**src/rtl/gregorian_date_add_days_top_assert.svh**
```systemverilog
// ----------------------------------------------------------------------------
// Assertion macros for the Gregorian date adder
// Concurrent checks that can be compiled out by defining ASSERT_OFF.
// ----------------------------------------------------------------------------
`ifndef GREGORIAN_DATE_ADD_DAYS_TOP_ASSERT_SVH
`define GREGORIAN_DATE_ADD_DAYS_TOP_ASSERT_SVH

`ifndef ASSERT_OFF

// Same-cycle implication
`define GDA_ASSERT_SAME(lbl, clk, rst, ante, cons) \
  lbl: assert property (@(posedge clk) disable iff (rst) (ante) |-> (cons)) \
    else $error("gda assertion failed");

// Next-cycle implication
`define GDA_ASSERT_NEXT(lbl, clk, rst, ante, cons) \
  lbl: assert property (@(posedge clk) disable iff (rst) (ante) |=> (cons)) \
    else $error("gda assertion failed");

`else

`define GDA_ASSERT_SAME(lbl, clk, rst, ante, cons)
`define GDA_ASSERT_NEXT(lbl, clk, rst, ante, cons)

`endif

`endif

```
**src/rtl/gda_pkg.sv**
```systemverilog
// ----------------------------------------------------------------------------
// Gregorian date adder package
// Field types, calendar constants, sequencer states and month length lookup.
// ----------------------------------------------------------------------------
`default_nettype none

package gda_pkg;

  localparam int YEAR_W          = 14;
  localparam int MONTH_W         = 4;
  localparam int DAY_W           = 5;
  localparam int OFFSET_BITS_DEF = 21;

  typedef logic [YEAR_W-1:0]  year_t;
  typedef logic [MONTH_W-1:0] month_t;
  typedef logic [DAY_W-1:0]   day_t;

  localparam year_t  MIN_VALID_YEAR = year_t'(1900);
  localparam year_t  MIN_YEAR       = year_t'(1);
  localparam year_t  MAX_YEAR       = year_t'(9999);
  localparam year_t  ERA_YEARS      = year_t'(400);
  localparam year_t  CENTURY_YEARS  = year_t'(100);

  localparam month_t JANUARY  = month_t'(1);
  localparam month_t FEBRUARY = month_t'(2);
  localparam month_t DECEMBER = month_t'(12);

  localparam day_t   FIRST_DAY    = day_t'(1);
  localparam day_t   DECEMBER_LEN = day_t'(31);

  typedef enum logic [2:0] {
    ST_IDLE,
    ST_REDUCE,
    ST_CHECK,
    ST_WALK,
    ST_DONE
  } state_t;

  // Leap test from the year taken modulo 400
  function automatic logic is_leap(input year_t yr400);
    logic cent;
    cent = (yr400 == CENTURY_YEARS) || (yr400 == year_t'(2 * 100)) ||
           (yr400 == year_t'(3 * 100));
    return (yr400[1:0] == 2'b00) && !cent;
  endfunction

  // Days in a month; codes outside 1..12 give zero
  function automatic day_t month_len(input month_t mon, input logic leap);
    day_t len;
    unique case (mon)
      4'd1, 4'd3, 4'd5, 4'd7, 4'd8, 4'd10, 4'd12: len = day_t'(31);
      4'd4, 4'd6, 4'd9, 4'd11:                     len = day_t'(30);
      4'd2:                                        len = leap ? day_t'(29) : day_t'(28);
      default:                                     len = day_t'(0);
    endcase
    return len;
  endfunction

endpackage

`default_nettype wire

```
**src/rtl/gda_in_if.sv**
```systemverilog
// ----------------------------------------------------------------------------
// Date adder request channel
// Start date and signed day offset with a valid/ready handshake.
// ----------------------------------------------------------------------------
`default_nettype none

interface gda_in_if #(
  parameter int OFFSET_BITS = gda_pkg::OFFSET_BITS_DEF
);
  logic                          valid;
  logic                          ready;
  gda_pkg::year_t                start_year;
  gda_pkg::month_t               start_month;
  gda_pkg::day_t                 start_day;
  logic signed [OFFSET_BITS-1:0] day_offset;

  modport source (
    output valid, start_year, start_month, start_day, day_offset,
    input  ready
  );

  modport sink (
    input  valid, start_year, start_month, start_day, day_offset,
    output ready
  );
endinterface

`default_nettype wire

```
**src/rtl/gda_out_if.sv**
```systemverilog
// ----------------------------------------------------------------------------
// Date adder result channel
// Result date and status flags with a valid/ready handshake.
// ----------------------------------------------------------------------------
`default_nettype none

interface gda_out_if;
  logic            valid;
  logic            ready;
  gda_pkg::year_t  result_year;
  gda_pkg::month_t result_month;
  gda_pkg::day_t   result_day;
  logic            input_invalid;
  logic            year_overflow;

  modport source (
    output valid, result_year, result_month, result_day, input_invalid, year_overflow,
    input  ready
  );

  modport sink (
    input  valid, result_year, result_month, result_day, input_invalid, year_overflow,
    output ready
  );
endinterface

`default_nettype wire

```
**src/rtl/gregorian_date_add_days_top.sv**
```systemverilog
// ----------------------------------------------------------------------------
// Gregorian date adder
// Adds a signed day count to a date by walking one month per cycle.
// ----------------------------------------------------------------------------
//
//   channel  dir   payload
//   req      in    start_year, start_month, start_day, day_offset
//   rsp      out   result_year, result_month, result_day, input_invalid,
//                  year_overflow
//
// One word is in flight at a time; req.ready is high only while idle.
// Each word is reduced by whole eras, checked, then walked month by month
// on the shared subtractor, which crosses one month boundary per cycle;
// a rejected start date skips the walk.
// rst is synchronous and clears the sequencer only.
// A stalled result holds in the output registers until rsp.ready.
//
`default_nettype none

`include "gregorian_date_add_days_top_assert.svh"

module gregorian_date_add_days_top #(
  parameter int OFFSET_BITS = gda_pkg::OFFSET_BITS_DEF
) (
  input  wire logic clk,
  input  wire logic rst,
  gda_in_if.sink    req,
  gda_out_if.source rsp
);

  localparam int MagW = (OFFSET_BITS > gda_pkg::YEAR_W) ? OFFSET_BITS : gda_pkg::YEAR_W;
  localparam int SubW = MagW + 1;

  gda_pkg::state_t state, state_next;

  gda_pkg::year_t  year, year_next;
  gda_pkg::month_t month, month_next;
  gda_pkg::day_t   day, day_next;
  gda_pkg::year_t  yrem, yrem_next;
  logic [MagW-1:0] mag, mag_next;
  logic            back, back_next;
  logic            bad, bad_next;
  logic            ovf, ovf_next;
  gda_pkg::year_t  sy, sy_next;
  gda_pkg::month_t sm, sm_next;
  gda_pkg::day_t   sd, sd_next;

  logic                   leap;
  gda_pkg::month_t        len_month;
  gda_pkg::day_t          len;
  gda_pkg::day_t          left_p1;
  logic [SubW-1:0]        opa, opb, diff;
  logic                   sub_neg;
  logic                   start_bad;
  logic                   edge_fwd, edge_bwd;
  logic                   above_max;
  logic [OFFSET_BITS-1:0] off_abs;

  // Month length of the current month, or of the previous one when walking back
  assign leap      = gda_pkg::is_leap(yrem);
  assign len_month = (state == gda_pkg::ST_WALK && back) ? month - gda_pkg::month_t'(1)
                                                         : month;
  assign len       = gda_pkg::month_len(len_month, leap);
  assign left_p1   = len - day + gda_pkg::day_t'(1);

  // Shared subtractor: era reduction, then month steps
  always_comb begin
    opa = SubW'(mag);
    opb = SubW'(day);
    unique case (state)
      gda_pkg::ST_REDUCE: begin
        opa = SubW'(yrem);
        opb = SubW'(gda_pkg::ERA_YEARS);
      end
      gda_pkg::ST_WALK: begin
        opa = SubW'(mag);
        opb = back ? SubW'(day) : SubW'(left_p1);
      end
      default: begin
        opa = SubW'(mag);
        opb = SubW'(day);
      end
    endcase
  end

  assign diff    = opa - opb;
  assign sub_neg = diff[SubW-1];

  // Start date check and calendar edges
  assign start_bad = (year < gda_pkg::MIN_VALID_YEAR) || (month < gda_pkg::JANUARY) ||
                     (month > gda_pkg::DECEMBER) || (day == gda_pkg::day_t'(0)) ||
                     (day > len);
  assign edge_fwd  = (month == gda_pkg::DECEMBER) && (year >= gda_pkg::MAX_YEAR);
  assign edge_bwd  = (month == gda_pkg::JANUARY) && (year <= gda_pkg::MIN_YEAR);
  assign above_max = year > gda_pkg::MAX_YEAR;
  assign off_abs   = req.day_offset[OFFSET_BITS-1] ? (~req.day_offset + 1'b1)
                                                   : req.day_offset;

  // Next state
  always_comb begin
    state_next = state;
    unique case (state)
      gda_pkg::ST_IDLE: begin
        if (req.valid) state_next = gda_pkg::ST_REDUCE;
      end
      gda_pkg::ST_REDUCE: begin
        if (sub_neg) state_next = gda_pkg::ST_CHECK;
      end
      gda_pkg::ST_CHECK: begin
        state_next = start_bad ? gda_pkg::ST_DONE : gda_pkg::ST_WALK;
      end
      gda_pkg::ST_WALK: begin
        if (mag == '0) begin
          state_next = gda_pkg::ST_DONE;
        end else if (!sub_neg && (back ? edge_bwd : edge_fwd)) begin
          state_next = gda_pkg::ST_DONE;
        end
      end
      gda_pkg::ST_DONE: begin
        if (rsp.ready) state_next = gda_pkg::ST_IDLE;
      end
      default: state_next = gda_pkg::ST_IDLE;
    endcase
  end

  // Datapath updates
  always_comb begin
    year_next  = year;
    month_next = month;
    day_next   = day;
    yrem_next  = yrem;
    mag_next   = mag;
    back_next  = back;
    bad_next   = bad;
    ovf_next   = ovf;
    sy_next    = sy;
    sm_next    = sm;
    sd_next    = sd;
    unique case (state)
      gda_pkg::ST_IDLE: begin
        // capture the word
        year_next  = req.start_year;
        month_next = req.start_month;
        day_next   = req.start_day;
        yrem_next  = req.start_year;
        mag_next   = MagW'(off_abs);
        back_next  = req.day_offset[OFFSET_BITS-1];
        bad_next   = 1'b0;
        ovf_next   = 1'b0;
        sy_next    = req.start_year;
        sm_next    = req.start_month;
        sd_next    = req.start_day;
      end
      gda_pkg::ST_REDUCE: begin
        // strip whole eras off the year
        if (!sub_neg) yrem_next = gda_pkg::year_t'(diff);
      end
      gda_pkg::ST_CHECK: begin
        bad_next = start_bad;
      end
      gda_pkg::ST_WALK: begin
        if (mag == '0) begin
          ovf_next = above_max;
        end else if (!back) begin
          if (sub_neg) begin
            // land inside this month
            day_next = day + gda_pkg::day_t'(mag);
            mag_next = '0;
          end else if (edge_fwd) begin
            ovf_next = 1'b1;
          end else begin
            // advance to the first of the next month
            mag_next = MagW'(diff);
            day_next = gda_pkg::FIRST_DAY;
            if (month == gda_pkg::DECEMBER) begin
              month_next = gda_pkg::JANUARY;
              year_next  = year + gda_pkg::year_t'(1);
              yrem_next  = (yrem == gda_pkg::ERA_YEARS - gda_pkg::year_t'(1)) ? '0
                           : yrem + gda_pkg::year_t'(1);
            end else begin
              month_next = month + gda_pkg::month_t'(1);
            end
          end
        end else begin
          if (sub_neg) begin
            // land inside this month
            day_next = day - gda_pkg::day_t'(mag);
            mag_next = '0;
          end else if (edge_bwd) begin
            ovf_next = 1'b1;
          end else begin
            // step back to the last day of the previous month
            mag_next = MagW'(diff);
            if (month == gda_pkg::JANUARY) begin
              month_next = gda_pkg::DECEMBER;
              day_next   = gda_pkg::DECEMBER_LEN;
              year_next  = year - gda_pkg::year_t'(1);
              yrem_next  = (yrem == '0) ? gda_pkg::ERA_YEARS - gda_pkg::year_t'(1)
                           : yrem - gda_pkg::year_t'(1);
            end else begin
              month_next = month - gda_pkg::month_t'(1);
              day_next   = len;
            end
          end
        end
      end
      gda_pkg::ST_DONE: begin
        // hold the result
      end
      default: begin
      end
    endcase
  end

  always_ff @(posedge clk) begin
    if (rst) begin
      state <= gda_pkg::ST_IDLE;
    end else begin
      state <= state_next;
    end
  end

  always_ff @(posedge clk) begin
    year  <= year_next;
    month <= month_next;
    day   <= day_next;
    yrem  <= yrem_next;
    mag   <= mag_next;
    back  <= back_next;
    bad   <= bad_next;
    ovf   <= ovf_next;
    sy    <= sy_next;
    sm    <= sm_next;
    sd    <= sd_next;
  end

  // Ports: a flagged word returns the start date
  assign req.ready         = (state == gda_pkg::ST_IDLE);
  assign rsp.valid         = (state == gda_pkg::ST_DONE);
  assign rsp.input_invalid = bad;
  assign rsp.year_overflow = ovf;
  assign rsp.result_year   = (bad || ovf) ? sy : year;
  assign rsp.result_month  = (bad || ovf) ? sm : month;
  assign rsp.result_day    = (bad || ovf) ? sd : day;

  `GDA_ASSERT_SAME(a_flags_exclusive, clk, rst, rsp.valid, !(bad && ovf))
  `GDA_ASSERT_SAME(a_result_in_range, clk, rst, rsp.valid && !bad && !ovf,
    (month >= gda_pkg::JANUARY) && (month <= gda_pkg::DECEMBER) &&
    (day != gda_pkg::day_t'(0)) && (year >= gda_pkg::MIN_YEAR) &&
    (year <= gda_pkg::MAX_YEAR))
  `GDA_ASSERT_SAME(a_walk_calendar, clk, rst, state == gda_pkg::ST_WALK,
    (yrem < gda_pkg::ERA_YEARS) && (day != gda_pkg::day_t'(0)) &&
    (day <= gda_pkg::month_len(month, leap)))
  `GDA_ASSERT_NEXT(a_accept_busy, clk, rst, req.valid && req.ready,
    !req.ready && !rsp.valid)

endmodule

`default_nettype wire

```
**src/flat_wrapper.sv**
```systemverilog
// flat-port wrapper written by rule: the top's interface ports become plain ports
module gregorian_date_add_days_top_flat 
#(
  parameter int OFFSET_BITS = gda_pkg::OFFSET_BITS_DEF
)
  (clk, rst, req_valid, req_start_year, req_start_month, req_start_day, req_day_offset, req_ready, rsp_valid, rsp_result_year, rsp_result_month, rsp_result_day, rsp_input_invalid, rsp_year_overflow, rsp_ready);
  gda_in_if #(.OFFSET_BITS(OFFSET_BITS)) req_i ();
  gda_out_if rsp_i ();
  input  wire logic clk;
  input  wire logic rst;
  input wire logic [$bits(req_i.valid)-1:0] req_valid;
  input wire logic [$bits(req_i.start_year)-1:0] req_start_year;
  input wire logic [$bits(req_i.start_month)-1:0] req_start_month;
  input wire logic [$bits(req_i.start_day)-1:0] req_start_day;
  input wire logic [$bits(req_i.day_offset)-1:0] req_day_offset;
  output wire logic [$bits(req_i.ready)-1:0] req_ready;
  output wire logic [$bits(rsp_i.valid)-1:0] rsp_valid;
  output wire logic [$bits(rsp_i.result_year)-1:0] rsp_result_year;
  output wire logic [$bits(rsp_i.result_month)-1:0] rsp_result_month;
  output wire logic [$bits(rsp_i.result_day)-1:0] rsp_result_day;
  output wire logic [$bits(rsp_i.input_invalid)-1:0] rsp_input_invalid;
  output wire logic [$bits(rsp_i.year_overflow)-1:0] rsp_year_overflow;
  input wire logic [$bits(rsp_i.ready)-1:0] rsp_ready;
  assign req_i.valid = req_valid;
  assign req_i.start_year = req_start_year;
  assign req_i.start_month = req_start_month;
  assign req_i.start_day = req_start_day;
  assign req_i.day_offset = req_day_offset;
  assign req_ready = req_i.ready;
  assign rsp_valid = rsp_i.valid;
  assign rsp_result_year = rsp_i.result_year;
  assign rsp_result_month = rsp_i.result_month;
  assign rsp_result_day = rsp_i.result_day;
  assign rsp_input_invalid = rsp_i.input_invalid;
  assign rsp_year_overflow = rsp_i.year_overflow;
  assign rsp_i.ready = rsp_ready;
  gregorian_date_add_days_top #(.OFFSET_BITS(OFFSET_BITS)) u_core (.clk(clk), .rst(rst), .req(req_i), .rsp(rsp_i));
endmodule
```
**config.mk**
```make
export PLATFORM = sky130hd
export DESIGN_NAME = gregorian_date_add_days_top_flat
export DESIGN_NICKNAME = d
export VERILOG_FILES = /design/src/rtl/gda_pkg.sv /design/src/rtl/gda_in_if.sv /design/src/rtl/gda_out_if.sv /design/src/rtl/gregorian_date_add_days_top.sv /design/src/flat_wrapper.sv
export VERILOG_INCLUDE_DIRS = /design/src /design/src/rtl
export SDC_FILE = /design/constraint.sdc
export NUM_CORES = 1
export LEC_CHECK = 0
export BUFFER_PORTS_ARGS = -buffer_cell sky130_fd_sc_hd__clkbuf_2
export CAP_MARGIN = 20
export CORE_MARGIN = 2
export CORE_UTILIZATION = 25
export DETAILED_ROUTE_END_ITERATION = 7
export HOLD_SLACK_MARGIN = 0.1
export SYNTH_ARGS = -nofsm -noshare
export SYNTH_HDL_FRONTEND = slang
export SYNTH_SLANG_ARGS = --single-unit
```
**constraint.sdc**
```tcl
create_clock -name clk -period 7.3 [get_ports clk]
set_clock_uncertainty 0.15 [all_clocks]
set_input_delay 1.46 -clock clk [delete_from_list [all_inputs] [get_ports clk]]
set_output_delay 1.46 -clock clk [all_outputs]
set_load 0.005 [all_outputs]
```
### Word level (Yosys, flattened, before mapping)

Index checks and enable logic that the tools add are counted.

| cells by class | value |
|---|---|
| add/subtract/negate cells | 12 |
| $lt $le $gt $ge | 7 |
| equality and inequality tests | 38 |
| multiplexer cells | 71 |
| bitwise logic cells | 1 |
| reductions and logical operators | 30 |

Operators by type and width:

| kind | number |
|---|---|
| two-way mux 14 bit | 20 |
| two-way mux 21 bit | 8 |
| two-way mux 5 bit | 9 |
| one-hot mux 22 bit (2 select lines) | 1 |
| one-hot mux 14 bit (3 select lines) | 1 |
| one-hot mux 21 bit (2 select lines) | 1 |
| two-way mux 4 bit | 10 |
| adder 14 x 1 -> 14 bit (second input constant) | 2 |
| equality test 14 x 9 -> 1 bit (second input constant) | 2 |
| one-hot mux 14 bit (2 select lines) | 1 |
| subtractor 14 x 1 -> 14 bit (second input constant) | 2 |
| equality test 4 bit (second input constant) | 6 |
| subtractor 21 x 22 -> 22 bit | 1 |
| adder 21 x 1 -> 21 bit (second input constant) | 1 |
| zero test 21 bit | 1 |
| NOT 21 bit | 1 |
| two-way mux 3 bit | 6 |
| equality test 4 x 3 -> 1 bit (second input constant) | 4 |
| one-hot mux 3 bit (5 select lines) | 1 |
| one-hot mux 5 bit (3 select lines) | 1 |
| equality test 14 x 7 -> 1 bit (second input constant) | 1 |
| equality test 14 x 8 -> 1 bit (second input constant) | 1 |
| greater-or-equal comparator 14 bit (second input constant) | 1 |
| > comparator 14 bit (second input constant) | 1 |
| other kinds (40) | 76 |

| word-level totals | value |
|---|---|
| bits in registers | 87 |
| input port bits | 48 |
| output and inout bits | 27 |
| logic and storage cells | 171 |

### Depth between registers and ports, before layout

| logic depth | value |
|---|---|
| depth after elaboration | 17 |
| gate-level depth with buffers | 23 |
| depth with buffers taken out | 21 |

### Worst setup path after synthesis

Ideal clock, no wire load.

| path | value |
|---|---|
| kind | flip-flop to flip-flop |
| start point | reg u_core.month[1] |
| end point | reg u_core.day[0], enable pin |
| library setup time | 418 ps |
| data arrival time | 5780 ps |
| required time | 6732 ps |
| setup slack | 952 ps |
| stages on the path, launching flop included | 22 |
| buffers on the path | 1 |
| period minus slack after synthesis | 6348 ps |
| cell sequence | edfxtp_1 clkbuf_1 inv_1 ha_1 xnor2_1 o21ai_0 mux4_2 o31ai_1 ha_1 ha_1 inv_1 fa_1 xor2_1 o31ai_1 a22oi_1 ha_1 a21o_1 a21oi_1 a31oi_2 nor3_2 nor2_1 a21oi_1 |

| on the way | value |
|---|---|
| cells in the longest elaborated chain, start to end | 12 |
| elaborated cells on any way between the ends | 29 |
| classes of those cells | add/sub: 4; eq/ne: 16; mux: 4; reduce/logical: 5 |

RTL lines:

| item | line | RTL |
|---|---|---|
| start: declaration | gregorian_date_add_days_top.sv:37 | `gda_pkg::month_t month, month_next;` |
| start signal: assignment | gregorian_date_add_days_top.sv:225 | `month <= month_next;` |
| subtractor 4 x 1 -> 4 bit | gregorian_date_add_days_top.sv:61 | `assign len_month = (state == gda_pkg::ST_WALK && back) ? month - gda_pkg::month_t'(1)` |
| two-way mux 4 bit | gregorian_date_add_days_top.sv:61 |  |
| equality test 4 x 1 -> 1 bit (tied with other cells) | gda_pkg.sv:50 | `unique case (mon)` |
| OR reduction 7 bit or OR reduction 4 bit (tied branches) | gda_pkg.sv:50 |  |
| one-hot mux 5 bit (3 select lines) | gda_pkg.sv:50 |  |
| subtractor 5 bit | gregorian_date_add_days_top.sv:64 | `assign left_p1 = len - day + gda_pkg::day_t'(1);` |
| adder 5 x 1 -> 5 bit | gregorian_date_add_days_top.sv:64 |  |
| two-way mux 5 bit | gregorian_date_add_days_top.sv:77 | `opb = back ? SubW'(day) : SubW'(left_p1);` |
| one-hot mux 22 bit (2 select lines) | gregorian_date_add_days_top.sv:70 | `unique case (state)` |
| subtractor 21 x 22 -> 22 bit | gregorian_date_add_days_top.sv:86 | `assign diff = opa - opb;` |
| inequality test 4 x 2 -> 1 bit (no line) or inequality test 4 bit (tied branches) | - |  |
| AND reduction 4 bit (no line) * | - |  |
| end signal: assignment | gregorian_date_add_days_top.sv:226 | `day <= day_next;` |
| end: declaration | gregorian_date_add_days_top.sv:38 | `gda_pkg::day_t day, day_next;` |

Every way passes the cells marked *; elsewhere a longest branch is shown, timed or not.
A chain may end at the register's enable or synchronous reset.

### Worst setup path in the final report

| path | value |
|---|---|
| start point | reg u_core.month[0] |
| end point | reg u_core.mag[18], enable pin |

| on the way | value |
|---|---|
| cells in the longest elaborated chain, start to end | 12 |
| elaborated cells on any way between the ends | 29 |
| classes of those cells | add/sub: 4; eq/ne: 16; mux: 4; reduce/logical: 5 |

RTL lines:

| item | line | RTL |
|---|---|---|
| subtractor 4 x 1 -> 4 bit | gregorian_date_add_days_top.sv:61 |  |
| two-way mux 4 bit | gregorian_date_add_days_top.sv:61 |  |
| equality test 4 x 1 -> 1 bit (tied with other cells) | gda_pkg.sv:50 |  |
| OR reduction 7 bit or OR reduction 4 bit (tied branches) | gda_pkg.sv:50 |  |
| one-hot mux 5 bit (3 select lines) | gda_pkg.sv:50 |  |
| subtractor 5 bit | gregorian_date_add_days_top.sv:64 |  |
| adder 5 x 1 -> 5 bit | gregorian_date_add_days_top.sv:64 |  |
| two-way mux 5 bit | gregorian_date_add_days_top.sv:77 |  |
| one-hot mux 22 bit (2 select lines) | gregorian_date_add_days_top.sv:70 |  |
| subtractor 21 x 22 -> 22 bit | gregorian_date_add_days_top.sv:86 |  |
| inequality test 4 x 2 -> 1 bit (no line) or inequality test 4 bit (tied branches) | - |  |
| AND reduction 4 bit (no line) * | - |  |
| end signal: assignment | gregorian_date_add_days_top.sv:228 | `mag <= mag_next;` |
| end: declaration | gregorian_date_add_days_top.sv:40 | `logic [MagW-1:0] mag, mag_next;` |

Marks and branches as above.

==> out/metrics.cfg <==
[status]
outcome = completed

[setup_path]
cp-start-kind = register
cp_max_fo = 26
rr_startpoint = u_core.month[0]
r2r_end = u_core.mag[18]
crit_arrival_ps = 6290
required_ps = 7170
cp-end-kind = register
crit_type = register to register
worst-r2r-setup-slack_ps = 880
setup.worst_path.start = u_core.month[0]
endpoint = u_core.mag[18]
r2r_cells = 21

[logic_synthesis]
async_flop_share_pct = 0
yosysTopAreaCellShare_pct = 33.8
synth_nets = 918
avgSynthCellArea_um2 = 9.00
yosysMostFrequentCell = edfxtp_1
syn-cell-area_um2 = 7470
ys_top_cells_by_count = edfxtp_1, nand2_1, o21ai_0, nor2_1, clkbuf_1
ys_ff_latch = 87
synthTopCellsByArea = edfxtp_1, ha_1, o21ai_0
synth-seq-area-share_pct = 34.6
syn-instance-count = 830
synth_edf_count = 84
yosysUniqueCellTypes = 75
ys.flop_type = edfxtp_1
yosys_warnings = 0
synth_area_leader_cell = edfxtp_1

[clock_network]
cts.reportedPaths.clkPinSlew_ps = 70
cts_root_buf = clkbuf_16
clk_latency_ps = 350
cts.sinks = 87
hold_buffers = 0
cts_resized = 0
cts_buffer_depth = 2
cts_setup_buffers = 0
htreeDepth = 3
cts_buffers = 9
cts_tree = done

[route]
post_drt_via_cell_ratio = 5.26
drt_drc_violations_left = 0
wl_per_cell_um = 17.5
vias = 6645
first_iter_violations = 940
ant_nets = 0
drt-pass1-iter-count = 6
wirelength_um = 22200

[cells_and_area]
nFillCells = 3127
n_antenna_cell = 0
syn2layout_area_growth_pct = 14.0
design_area_um2 = 8520
final_util_pct = 28.8
layout.nets = 956
drive_gt1_share_pct = 16.6

[floorplan]
core_area_um2 = 29600
dieHeight_um = 177
die_area_um2 = 31300
row_count = 63
initial_utilization_pct = 25.3
pin_count = 75
die_w_um = 177

[global_routing]
antenna_found_initial = 0
grt_pass1_vias = 6082
grt_max_degree = 51
grt_pass1_wl_um = 34600
overflow = 0
grt_usage_pct = 14.2

[timing]
rsz0062_at_grt = false
finalCritPeriodShare_pct = 88.0
fin_ws_ps = 878
maxSlewViolCount = 0
tns_ps = 0
timing.final.crit_period_ps = 6420
hold_viol = 0
tightest_slew_ps = 962
slew_headroom_pct = 35.8
fmax_mhz = 156
setup_viol = 0

[place]
place.gp.congestion = 0.876
place_ws_ps = 957
place_area_um2 = 8190
numPortBuffers = 74
dp_hpwl_um = 16600

[run]
drv_cap = 0

[power_and_ir_drop]
report.power.total_mw = 3.09
cellPowerDensity_nw_per_um2 = 363
worst_ir_drop_vdd_mv = 0.130
power.leakage_nw = 3.17

[worst_hold_path]
hp-class = register to register

## worst min-delay path by stage
stage                     depth (start not counted)             end            from
final                                             2  u_core.mag[20]  u_core.mag[20]
after global routing                              2  u_core.mag[14]  u_core.mag[14]
after CTS                                         2  u_core.mag[20]  u_core.mag[20]
after detailed placement                          2  u_core.mag[20]  u_core.mag[20]
after global placement                            2  u_core.mag[20]  u_core.mag[20]
after floorplan                                   2  u_core.mag[20]  u_core.mag[20]
## power breakdown
part,internal [mW],total (mW),switching (mW)
sequential,0.754,1.01,0.258
combinational,0.646,1.56,0.915
clock,0.305,0.520,0.215
total,1.70,3.09,1.39
## through the flow
stage / hold WS, ps / cells
floorplan: 466 / 830
global placement: 501 / 1247
detailed placement: 500 / 1247
finish: 531 / 1263
global route: 560 / 1263
CTS: 527 / 1263
## state kept, by name, summed over array words and instances, names as in the netlist
name / flops
u_core.sy: 14
u_core.rsp.input_invalid: 1
u_core.state: 3
u_core.month: 4
u_core.sm: 4
u_core.mag: 21
u_core.sd: 5
u_core.back: 1
u_core.year: 14
u_core.day: 5
u_core.rsp.year_overflow: 1
u_core.yrem: 14
## layout by cell type, fill, tap and decap left out, types with 4 or more instances in the layout
| cell type | netlist | routed |
|---|---|---|
| edfxtp_1 | 84 | 84 |
| nand2_1 | 81 | 81 |
| o21ai_0 | 75 | 75 |
| clkbuf_2 | 1 | 74 |
| nor2_1 | 47 | 46 |
| xor2_1 | 40 | 40 |
| ha_1 | 35 | 35 |
| xnor2_1 | 33 | 33 |
| a21oi_1 | 34 | 33 |
| inv_1 | 32 | 32 |
| nor3_1 | 27 | 26 |
| mux2_2 | 26 | 26 |
| nand3_1 | 21 | 21 |
| o22ai_1 | 17 | 17 |
| a22oi_1 | 13 | 13 |
| a31oi_1 | 12 | 12 |
| nor2b_1 | 12 | 12 |
| or4_1 | 11 | 11 |
| o31ai_1 | 11 | 11 |
| nand4_1 | 10 | 10 |
| nor4_1 | 10 | 10 |
| buf_4 | 0 | 10 |
| or3_1 | 9 | 9 |
| clkbuf_16 | 0 | 9 |
| o221ai_1 | 8 | 8 |
| a21o_1 | 7 | 7 |
| mux2i_1 | 7 | 7 |
| nand3b_1 | 5 | 5 |
| o21a_1 | 5 | 5 |
| o31a_1 | 5 | 5 |
| and3_1 | 5 | 5 |
| a221oi_1 | 5 | 5 |
| o21bai_1 | 5 | 5 |
| fa_1 | 5 | 5 |
| a211oi_1 | 4 | 4 |
| and2_1 | 4 | 4 |
| nor3b_1 | 4 | 4 |
## cells by family (layout without fill, tap and decap cells)
family	after synthesis	after routing	synth area share [%]
AO/OA/AOI/OAI	238	238	21.3
XOR/XNOR	73	73	8.56
adder cells (fa/ha/maj)	41	41	7.34
buffers and inverters	90	133	4.72
flip-flops	87	87	34.6
multiplexers	34	34	5.16
AND/OR/NAND/NOR	267	267	18.4
## cell type report
cell class / count / area [µm²] / share of cell area, %
sequential: 87 / 2580 / 30.3
tap: 390 / 488 / 5.73
inverter: 33 / 126 / 1.48
multi-input combinational: 653 / 4550 / 53.4
clock inverter: 7 / 103 / 1.20
clock buffer: 9 / 225 / 2.64
timing repair buffer: 84 / 445 / 5.23
## worst max-delay path, cell delays in order, from the launching register on
cell and delay, ps:
edfxtp_1 660, inv_1 210, ha_1 300, xnor2_1 350, nand4b_1 140, a21o_1 240, o31ai_1 400, ha_1 230
ha_1 170, inv_1 60, fa_1 370, xor2_1 160, o31ai_1 190, a22oi_1 110, ha_1 390, a21o_1 200
a21oi_1 250, a31oi_2 270, nor3_2 560, nor2_1 190, a21oi_2 160, buf_4 340
## per-layer routing
layer  wire (µm)  track usage (%)  vias up  part of all wire, %
met3        1350             2.53       21                  6.1
li1            -                -     3208                    -
met5           0                0        -                    0
met4         291             2.96        0                  1.3
met1       10900             21.1     3193                   49
met2        9640             21.3      223                   43
No activity file was read; power rests on OpenSTA's default activity.
